## config.mk

```make
export PLATFORM = sky130hd
export DESIGN_NAME = positional_list_store
export DESIGN_NICKNAME = d
export VERILOG_FILES = /design/src/pls_pkg.sv /design/src/pls_dpath.sv /design/src/pls_ctrl.sv /design/src/positional_list_store.sv
export SDC_FILE = /design/constraint.sdc
export NUM_CORES = 2
export LEC_CHECK = 0
export ABC_AREA = 1
export BUFFER_PORTS_ARGS = -buffer_cell sky130_fd_sc_hd__buf_2
export CAP_MARGIN = 15
export CORE_MARGIN = 3
export CORE_UTILIZATION = 30
export CTS_CLUSTER_SIZE = 28
export DETAILED_ROUTE_END_ITERATION = 7
export SYNTH_ARGS = -nofsm -noshare
export SYNTH_HDL_FRONTEND = slang
export SYNTH_SLANG_ARGS = --single-unit
```

## constraint.sdc

```tcl
create_clock -name clk_i -period 5.5 [get_ports clk_i]
set_input_delay 0.825 -clock clk_i [delete_from_list [all_inputs] [get_ports clk_i]]
set_output_delay 0.825 -clock clk_i [all_outputs]
set_load 0.01 [all_outputs]
```

## src/pls_pkg.sv

```systemverilog
// Package for the positional list store: beat payload types, codes and
// the command and status types shared by the controller and the datapath.
// No dependencies.
package pls_pkg;

  // Field widths of the beats.
  localparam int unsigned PosW     = 8;
  localparam int unsigned ValW     = 32;
  localparam int unsigned CntOutW  = 5;
  // Largest number of result beats that one list request streams.
  localparam int unsigned MaxResults = 16;

  typedef enum logic [1:0] {
    REQ_INSERT = 2'd0,
    REQ_APPEND = 2'd1,
    REQ_DELETE = 2'd2,
    REQ_LIST   = 2'd3
  } pls_req_e;

  typedef enum logic [1:0] {
    ST_OK    = 2'd0,
    ST_RANGE = 2'd1,
    ST_EMPTY = 2'd2,
    ST_FULL  = 2'd3
  } pls_status_e;

  typedef struct packed {
    pls_req_e               req_type;
    logic signed [ValW-1:0] value_in;
    logic [PosW-1:0]        position;
  } pls_in_t;

  typedef struct packed {
    pls_status_e            status;
    logic signed [ValW-1:0] value_out;
    logic [CntOutW-1:0]     entry_count;
    logic                   last;
  } pls_out_t;

  // Commands from the controller to the datapath.
  typedef enum logic [1:0] {
    OP_NONE    = 2'd0,
    OP_CAPTURE = 2'd1,
    OP_EXEC    = 2'd2,
    OP_ROTATE  = 2'd3
  } pls_op_e;

  // Status from the datapath to the controller.
  typedef struct packed {
    logic list_multi;  // list request on a non-empty list
    logic emit;        // this rotation beat produces a result
    logic rot_done;    // this rotation beat is the final one
  } pls_stat_t;

  typedef enum logic [1:0] {
    S_IDLE = 2'd0,
    S_EXEC = 2'd1,
    S_LIST = 2'd2
  } pls_state_e;

endpackage

```

## src/pls_dpath.sv

```systemverilog
// Datapath of the positional list store: the row of entry cells, the entry
// count, the captured request, the list index and the result register.
// Depends on pls_pkg.
module pls_dpath
  import pls_pkg::*;
#(
  parameter int unsigned CAPACITY = 16
) (
  input  logic      clk_i,
  input  logic      rst_ni,
  input  pls_op_e   op_i,
  input  pls_in_t   in_data_i,
  output pls_stat_t stat_o,
  output pls_out_t  out_data_o
);

  localparam int unsigned CntW = $clog2(CAPACITY + 1);
  localparam int unsigned IdxW = $clog2(CAPACITY);

  logic [ValW-1:0] cell_q [CAPACITY];
  logic [ValW-1:0] cell_d [CAPACITY];
  pls_in_t         req_q;
  logic [CntW-1:0] count_q, count_d;
  logic [CntW-1:0] idx_q, idx_d;
  pls_out_t        out_q, out_d;

  logic [PosW-1:0] count_w, pos_w, ins_pos_w, idx_w, n_w, tail_w;
  logic [IdxW-1:0] pos_idx;
  logic            do_ins, do_del, full, emit, last_beat;
  pls_status_e     exec_status;
  logic [ValW-1:0] removed;

  // Compare everything at the position width.
  assign count_w   = PosW'(count_q);
  assign pos_w     = req_q.position;
  assign idx_w     = PosW'(idx_q);
  assign tail_w    = count_w - PosW'(1);
  assign pos_idx   = req_q.position[IdxW-1:0];
  assign full      = (count_q == CntW'(CAPACITY));
  assign n_w       = (count_w < PosW'(MaxResults)) ? count_w : PosW'(MaxResults);
  assign emit      = (idx_w < PosW'(MaxResults));
  assign last_beat = ((idx_w + PosW'(1)) == n_w);
  assign removed   = cell_q[pos_idx];

  // Decide the outcome of a single-result request.
  always_comb begin
    do_ins      = 1'b0;
    do_del      = 1'b0;
    exec_status = ST_OK;
    ins_pos_w   = pos_w;
    case (req_q.req_type)
      REQ_INSERT: begin
        if (pos_w > count_w) begin
          exec_status = ST_RANGE;
        end else if (full) begin
          exec_status = ST_FULL;
        end else begin
          do_ins = 1'b1;
        end
      end
      REQ_APPEND: begin
        ins_pos_w = count_w;
        if (full) begin
          exec_status = ST_FULL;
        end else begin
          do_ins = 1'b1;
        end
      end
      REQ_DELETE: begin
        if (count_q == '0) begin
          exec_status = ST_EMPTY;
        end else if (pos_w >= count_w) begin
          exec_status = ST_RANGE;
        end else begin
          do_del = 1'b1;
        end
      end
      default: begin
        exec_status = ST_OK;
      end
    endcase
  end

  // Cell moves: shift toward the tail on insert, toward the head on delete,
  // and rotate the valid entries by one toward the head while listing.
  always_comb begin
    for (int i = 0; i < CAPACITY; i++) begin
      cell_d[i] = cell_q[i];
      if (op_i == OP_EXEC && do_ins) begin
        if (PosW'(i) == ins_pos_w) begin
          cell_d[i] = req_q.value_in;
        end else if (PosW'(i) > ins_pos_w && i > 0) begin
          cell_d[i] = cell_q[i-1];
        end
      end else if (op_i == OP_EXEC && do_del) begin
        if (PosW'(i) >= pos_w && i < CAPACITY - 1) begin
          cell_d[i] = cell_q[i+1];
        end
      end else if (op_i == OP_ROTATE) begin
        if (PosW'(i) == tail_w) begin
          cell_d[i] = cell_q[0];
        end else if (PosW'(i) < tail_w && i < CAPACITY - 1) begin
          cell_d[i] = cell_q[i+1];
        end
      end
    end
  end

  // Count, list index and result register updates.
  always_comb begin
    count_d = count_q;
    idx_d   = idx_q;
    out_d   = out_q;
    case (op_i)
      OP_CAPTURE: begin
        idx_d = '0;
      end
      OP_EXEC: begin
        if (do_ins) begin
          count_d = count_q + CntW'(1);
        end else if (do_del) begin
          count_d = count_q - CntW'(1);
        end
        out_d.status      = exec_status;
        out_d.value_out   = do_del ? removed : '0;
        out_d.entry_count = CntOutW'(PosW'(count_d));
        out_d.last        = 1'b1;
      end
      OP_ROTATE: begin
        idx_d = idx_q + CntW'(1);
        if (emit) begin
          out_d.status      = ST_OK;
          out_d.value_out   = cell_q[0];
          out_d.entry_count = CntOutW'(count_w);
          out_d.last        = last_beat;
        end
      end
      default: begin
        idx_d = idx_q;
      end
    endcase
  end

  // Control state.
  always_ff @(posedge clk_i or negedge rst_ni) begin
    if (!rst_ni) begin
      count_q <= '0;
      idx_q   <= '0;
    end else begin
      count_q <= count_d;
      idx_q   <= idx_d;
    end
  end

  // Payload registers.
  always_ff @(posedge clk_i) begin
    cell_q <= cell_d;
    out_q  <= out_d;
    if (op_i == OP_CAPTURE) begin
      req_q <= in_data_i;
    end
  end

  assign stat_o.list_multi = (req_q.req_type == REQ_LIST) && (count_q != '0);
  assign stat_o.emit       = emit;
  assign stat_o.rot_done   = ((idx_w + PosW'(1)) == count_w);
  assign out_data_o        = out_q;

endmodule

```

## src/pls_ctrl.sv

```systemverilog
// Controller of the positional list store: request sequencing state machine
// and the valid flag of the result register.
// Depends on pls_pkg.
module pls_ctrl
  import pls_pkg::*;
(
  input  logic      clk_i,
  input  logic      rst_ni,
  input  logic      in_valid_i,
  output logic      in_stall_o,
  output logic      out_valid_o,
  input  logic      out_stall_i,
  input  pls_stat_t stat_i,
  output pls_op_e   op_o
);

  pls_state_e state_q, state_d;
  logic       out_valid_q, out_valid_d;
  logic       out_free, load;

  // The result register can take a new beat when empty or being drained.
  assign out_free = !out_valid_q || !out_stall_i;

  // Next state and commands.
  always_comb begin
    state_d    = state_q;
    op_o       = OP_NONE;
    in_stall_o = 1'b1;
    load       = 1'b0;
    case (state_q)
      S_IDLE: begin
        in_stall_o = 1'b0;
        if (in_valid_i) begin
          op_o    = OP_CAPTURE;
          state_d = S_EXEC;
        end
      end
      S_EXEC: begin
        if (stat_i.list_multi) begin
          state_d = S_LIST;
        end else if (out_free) begin
          op_o    = OP_EXEC;
          load    = 1'b1;
          state_d = S_IDLE;
        end
      end
      S_LIST: begin
        if (!stat_i.emit || out_free) begin
          op_o = OP_ROTATE;
          load = stat_i.emit;
          if (stat_i.rot_done) begin
            state_d = S_IDLE;
          end
        end
      end
      default: begin
        state_d = S_IDLE;
      end
    endcase
  end

  // Result valid: set on a load, cleared when the beat is taken.
  always_comb begin
    if (load) begin
      out_valid_d = 1'b1;
    end else if (!out_stall_i) begin
      out_valid_d = 1'b0;
    end else begin
      out_valid_d = out_valid_q;
    end
  end

  always_ff @(posedge clk_i or negedge rst_ni) begin
    if (!rst_ni) begin
      state_q     <= S_IDLE;
      out_valid_q <= 1'b0;
    end else begin
      state_q     <= state_d;
      out_valid_q <= out_valid_d;
    end
  end

  assign out_valid_o = out_valid_q;

endmodule

```

## src/positional_list_store.sv

```systemverilog
// Top level of the positional list store: joins the controller and the
// datapath. Depends on pls_pkg, pls_ctrl and pls_dpath.
//
//   channel  direction  handshake               beat
//   in       input      in_valid_i/in_stall_o   pls_in_t  (request)
//   out      output     out_valid_o/out_stall_i pls_out_t (result)
//
// Insert, append and delete first capture the request, then shift the cells
// and load the result register once it is free.
// A list request streams up to MaxResults head cells while the cells rotate
// one place per cycle, held while a beat waits for the result register.
// Reset clears the count and the state; entry cells are not reset.
// A stalled result holds in the output register; the next request is taken
// meanwhile, and its result waits until the register frees up.
module positional_list_store
  import pls_pkg::*;
#(
  parameter int unsigned CAPACITY = 16
) (
  input  logic     clk_i,
  input  logic     rst_ni,
  input  logic     in_valid_i,
  output logic     in_stall_o,
  input  pls_in_t  in_data_i,
  output logic     out_valid_o,
  input  logic     out_stall_i,
  output pls_out_t out_data_o
);

  pls_op_e   op;
  pls_stat_t stat;

  pls_ctrl u_ctrl (
    .clk_i       (clk_i),
    .rst_ni      (rst_ni),
    .in_valid_i  (in_valid_i),
    .in_stall_o  (in_stall_o),
    .out_valid_o (out_valid_o),
    .out_stall_i (out_stall_i),
    .stat_i      (stat),
    .op_o        (op)
  );

  pls_dpath #(
    .CAPACITY (CAPACITY)
  ) u_dpath (
    .clk_i      (clk_i),
    .rst_ni     (rst_ni),
    .op_i       (op),
    .in_data_i  (in_data_i),
    .stat_o     (stat),
    .out_data_o (out_data_o)
  );

`ifndef ASSERT_OFF
  // The block is busy in the cycle after it takes a request.
  a_busy_after_accept: assert property (@(posedge clk_i) disable iff (!rst_ni)
    in_valid_i && !in_stall_o |=> in_stall_o)
    else $error("request taken while a previous one is in progress");

  // Only the final beat of a request may carry an error.
  a_error_is_last: assert property (@(posedge clk_i) disable iff (!rst_ni)
    out_valid_o && out_data_o.status != ST_OK |-> out_data_o.last)
    else $error("error status on a non-final result beat");

  // An error result carries a zero value.
  a_error_zero_value: assert property (@(posedge clk_i) disable iff (!rst_ni)
    out_valid_o && out_data_o.status != ST_OK |-> out_data_o.value_out == '0)
    else $error("error result with a nonzero value");
`endif

endmodule
```

# Word-level counts from Yosys, hierarchy flattened
# Cells that the tools add are included.
# totals
word_cells	380
out_inout_bits	42
in_bits	46
n_memories	0
ramBits	0
rom_bits	0
latchBits	0
reg_bits	607
# classes
addsub	5
n_shift	0
div_mod_pow	0
n_eq_ne	80
n_mux	165
multipliers	0
reduce_logical	52
n_lt_le_gt_ge	50
bitwise_logic	1
# ops
op	count
two-way mux 32 bit	128
binary-select mux 32 bit (select 4 bit)	1
equality test 4 x 8 -> 1 bit, first input constant	16
case mux 40 bit (2 select lines)	1
!= test 3 bit, second input constant	25
equality test 3 x 8 -> 1 bit, first input constant	8
> comparator 4 x 8 -> 1 bit, first input constant	8
AND reduction 4 bit	16
greater-or-equal comparator 4 x 8 -> 1 bit, first input constant	7
less-than comparator 4 x 8 -> 1 bit, first input constant	7
nonzero test 4 bit	14
two-way mux 40 bit	1
equality test 2 x 8 -> 1 bit, first input constant	4
greater-or-equal comparator 3 x 8 -> 1 bit, first input constant	4
> comparator 3 x 8 -> 1 bit, first input constant	4
less-than comparator 3 x 8 -> 1 bit, first input constant	4
two-way mux 2 bit	11
case mux 2 bit (3 select lines)	3
equality test 1 x 8 -> 1 bit, first input constant	2
greater-or-equal comparator 1 x 8 -> 1 bit, first input constant	2
greater-or-equal comparator 2 x 8 -> 1 bit, first input constant	2
> comparator 2 x 8 -> 1 bit, first input constant	2
logical NOT 8 bit	2
less-than comparator 1 x 8 -> 1 bit, first input constant	2
other kinds (35)	79

# Longest topological paths before layout
# depth
word_depth	9
ltp_mapped	21
mapped_depth_nobuf	16

# Cells and area by module
# A second synthesis with hierarchy kept.
# hier_totals
hier_cells	6280
hier_area_um2	44443.9
# modules_own_cells
module	seq_area_each_um2	instances	cells_per_inst	area_each_um2
pls_dpath	18087.3	1	6232	44136.1
pls_ctrl	75.1	1	48	307.8

# Worst setup path after synthesis
# Ideal clock, no wire load.
# synth_timing
path_kind	in2reg
from	input out_stall_i
to	register u_dpath.out_q, in the netlist u_dpath.out_data_o[0] (enable)
n_path_buf	1
slack_ns	0.503
setup_ns	0.493
t_required_ns	5.007
stages	10
t_arrival_ns	4.504
cell_sequence	nand2_1 > inv_1 > nand2_1 > nand2_1 > nand2_1 > inv_1 > nor2_1 > nand2_1 > clkbuf_1 > o21ai_0
# synth_between
elab_chain_cells	8
word_cells_on_any_way	12
classes_between	eq/ne (3); mux (4); reduce/logical (5)
# synth_rtl
element	line_no	source
start: declaration	positional_list_store.sv:26	input logic out_stall_i,
logical NOT 1 bit (*)	pls_ctrl.sv:22	assign out_free = !out_valid_q || !out_stall_i;
logical OR 1 bit (*)	pls_ctrl.sv:22	
two-way mux 2 bit / logical OR 1 bit (equally long branches)	pls_ctrl.sv:41, pls_ctrl.sv:48	
two-way mux 2 bit, on equally long branches	pls_ctrl.sv:39, pls_ctrl.sv:48	
case mux 2 bit (3 select lines) (*)	pls_ctrl.sv:30	case (state_q)
equality test 2 bit	pls_dpath.sv:114	case (op_i)
!= test 2 x 1 -> 1 bit (no source line) / nonzero test 2 bit (equally long branches)	--	
AND reduction 2 bit (no source line) (*)	--	
end signal: assignment	pls_dpath.sv:158	out_q <= out_d;
end: declaration	pls_dpath.sv:25	pls_out_t out_q, out_d;
# Mark *: on every way between the ends. The rest lies on a longest branch, timed or not.
# A chain may end at the register's enable or synchronous reset.

# Worst setup path after layout
# layout_timing
from	register u_dpath.count_q[0]
to	register u_dpath.cell_q[499] (netlist name) (enable)
# layout_between
elab_chain_cells	8
word_cells_on_any_way	29
classes_between	add/sub (1); order compare (3); eq/ne (6); mux (9); reduce/logical (10)
# layout_rtl
element	line_no	source
start: declaration	pls_dpath.sv:23	logic [CntW-1:0] count_q, count_d;
start signal: assignment	pls_dpath.sv:150	count_q <= count_d;
parallel branches: the longest is 7 deep, another holds less-than comparator 1 x 8 -> 1 bit	--	
AND reduction 5 bit (no source line) (*)	--	
end signal: assignment	pls_dpath.sv:157	cell_q <= cell_d;
end: declaration	pls_dpath.sv:20	logic [ValW-1:0] cell_q [CAPACITY];
# Every way passes the cells marked *.

==> impl_metrics.toml <==
[run_status]
status = "complete, but fails checks"
violations = "DRC"

[global_routing]
met3_usage = 0.0496
top_usage_layer = "met2"
use_met1 = 0.324
gr-total-overflow = 0
use_met2 = 0.387
grt_start_max_net_pins = 233
grt_pass1_vias = 44581
grt_first_pass_wirelength_mm = 298
grt.total_usage = 0.250
antenna_found_initial = 5

[cells_and_area]
final_nets = 6806
final_area_mm2 = 0.0503
drive_gt1_frac = 0.0576
area_growth_pct = 9.67

[routing]
vias_per_cell = 5.63
drt_iter0_markers = 7311
wl_mm = 205
wl_per_cell_um = 23.2
antenna_left = 0
drtPass1Iterations = 8
drc = 6
via_count = 49659

[placement]
preCtsSetupSlack_ps = 1170
place.gp.congestion = 0.859
placed_area_mm2 = 0.0478
portBuffers = 87
dp_hpwl_mm = 110

[sta]
fin_crit_ps = 4530
hold_viol_final = 0
clock_skew_ps = 35.0
slew_viol_final = 0
timing.final.ws_setup_ps = 973
rsz0062_at_grt = "false"
worstMarginPinSlew_ps = 1320
fmax_mhz = 221
finalSetupTns_ps = 0
setup_viol = 0
period_share = 0.823
slew-limit-headroom = 0.119
holdWs_ps = 54.1

[floorplanning]
io_pins = 88
die_h_um = 397
fp.dieArea_mm2 = 0.158
start_util = 0.304
die-width_um = 397
num_rows = 142
design.core.area_mm2 = 0.151

[clock_network]
clock-root-buffer = "clkbuf_16"
cts_hold_buf = 0
h-tree-depth = 3
numCtsBuffers = 79
post_cts.repair.setup_buffers = 0
cts_buffer_depth = 3
cts_tree = "built"
cts_resized = 0
cts.sinks = 607
clk_latency_ps = 690
path_clk_slew_ps = 70

[worst_setup_path]
cp-start-kind = "register"
required_ps = 5850
cp.arrival_ps = 4880
reg2reg_depth = 12
worstSetupStartpoint = "u_dpath.count_q[0]"
crit_type = "register to register"
r2r_end = "u_dpath.cell_q[499]"
path_max_fanout = 55
r2r_slack_ps = 970
setup.worst_path.end = "u_dpath.cell_q[499]"
endpoint_kind = "register"
reg2reg_from = "u_dpath.count_q[0]"

[logic_synthesis]
synthArstFlopShare = 0.0214
synth_edf_count = 594
ys_types = 39
syn_area_per_cell_um2 = 6.51
synth.yosys.warnings = 0
syn_inst = 7044
synth-seq-cells = 607
synth_seq_area_share = 0.396
synth_flop_cell = "edfxtp_1"
syn_area_mm2 = 0.0459
syn_nets = 7105
synthTopCellsByArea = "edfxtp_1 39%, nand2_1 32%, o21ai_0 8.7%"
yosysTopAreaCellShare = 0.389
synthTopCellsByCount = "3,932 x nand2_1, 801 x o21ai_0, 594 x edfxtp_1"
synth.most_common_cell = "nand2_1"
yosysTopAreaCell = "edfxtp_1"

[pwr]
vdd_drop_max_mv = 0.388
leakage_nw = 23.9
power_density_mw_per_mm2 = 626

[flow_run]
cap_violations = 0

[min_path]
holdCritPathClass = "input port to async pin"
layout make-up:
cell class              count  area (um^2)
multi-input cells        5610        24700
fillers                 16086       101000
repair buffers            188         1430
inverters                 259          990
flip-flops and latches    607        18200
clock inverters            39          293
diodes                      2         5.00
well taps                2016         2520
clock buffers             105         2180
report_power, final:
| group | internal [mW] | switching [mW] |
|---|---|---|
| logic | 4.32 | 11.8 |
| clock network | 2.97 | 2.25 |
| registers | 8.29 | 1.93 |
| total | 15.6 | 15.9 |
through the flow:
stage / utilization / cells / power (mW)
after floorplan: - / 7044 / 19.6
after global placement: 0.317 / 8679 / 25.5
after detailed placement: 0.317 / 8680 / 25.8
after CTS: 0.334 / 8824 / 31.0
after global routing: 0.334 / 8824 / 33.5
final: 0.334 / 8826 / 31.5
how the worst min path moves through the flow:
stage / startpoint / end / slack, ps
after floorplan: u_ctrl.state_q[1] / u_ctrl.state_q[1] / 490
after detailed placement: u_ctrl.state_q[1] / u_ctrl.state_q[1] / 530
after CTS: rst_ni / u_dpath.count_q[1] / 30
after global placement: u_ctrl.state_q[1] / u_ctrl.state_q[1] / 520
final: rst_ni / u_dpath.count_q[1] / 50
after global routing: rst_ni / u_dpath.count_q[1] / 70
registers in the layout, indices dropped and copies added, names as in the netlist:
name,flops
u_dpath.count_q,5
u_dpath.pos_w,8
u_dpath.out_data_o,40
u_dpath.cell_q,512
u_dpath.req_q,34
u_dpath.idx_q,5
u_ctrl.out_valid_o,1
u_ctrl.state_q,2
per-layer routing:
| metal | routed length, um | up-vias |
|---|---|---|
| met5 | 13 | - |
| met4 | 12900 | 2 |
| met3 | 25100 | 648 |
| met2 | 89400 | 3355 |
| met1 | 77800 | 23144 |
| li1 | - | 22510 |
kinds of logic after synthesis:
logic type,count (synthesis),synth area share
fa+ha+maj,15,0.00409
buf+inv,827,0.0738
flops,607,0.396
compound gates,1346,0.169
xor+xnor,3,0.000573
simple gates,4246,0.357
critical path, cell delays in order (launching register included):
cell and delay (ps):
dfrtp_1 510, inv_2 210, ha_1 350, nand3_1 180
nand3_2 130, nand3_1 130, nor2_2 490, nand3_4 250
buf_4 420, nand3_1 280, nor2_1 110, nor2_4 770
buf_12 320
cell usage in the layout (no fill, tap or decap), types with 21 or more instances in the layout:
| master | count |
|---|---|
| inv_1 | 240 |
| o21ai_0 | 800 |
| edfxtp_1 | 594 |
| clkbuf_16 | 84 |
| a21oi_1 | 83 |
| o21ai_1 | 125 |
| nand3_1 | 182 |
| buf_2 | 87 |
| o221ai_1 | 128 |
| o211ai_1 | 196 |
| buf_4 | 82 |
| nor2_4 | 29 |
| nand2_1 | 3920 |
| clkbuf_1 | 21 |
| nor2_1 | 58 |
Power figures use the tool's default switching activity.
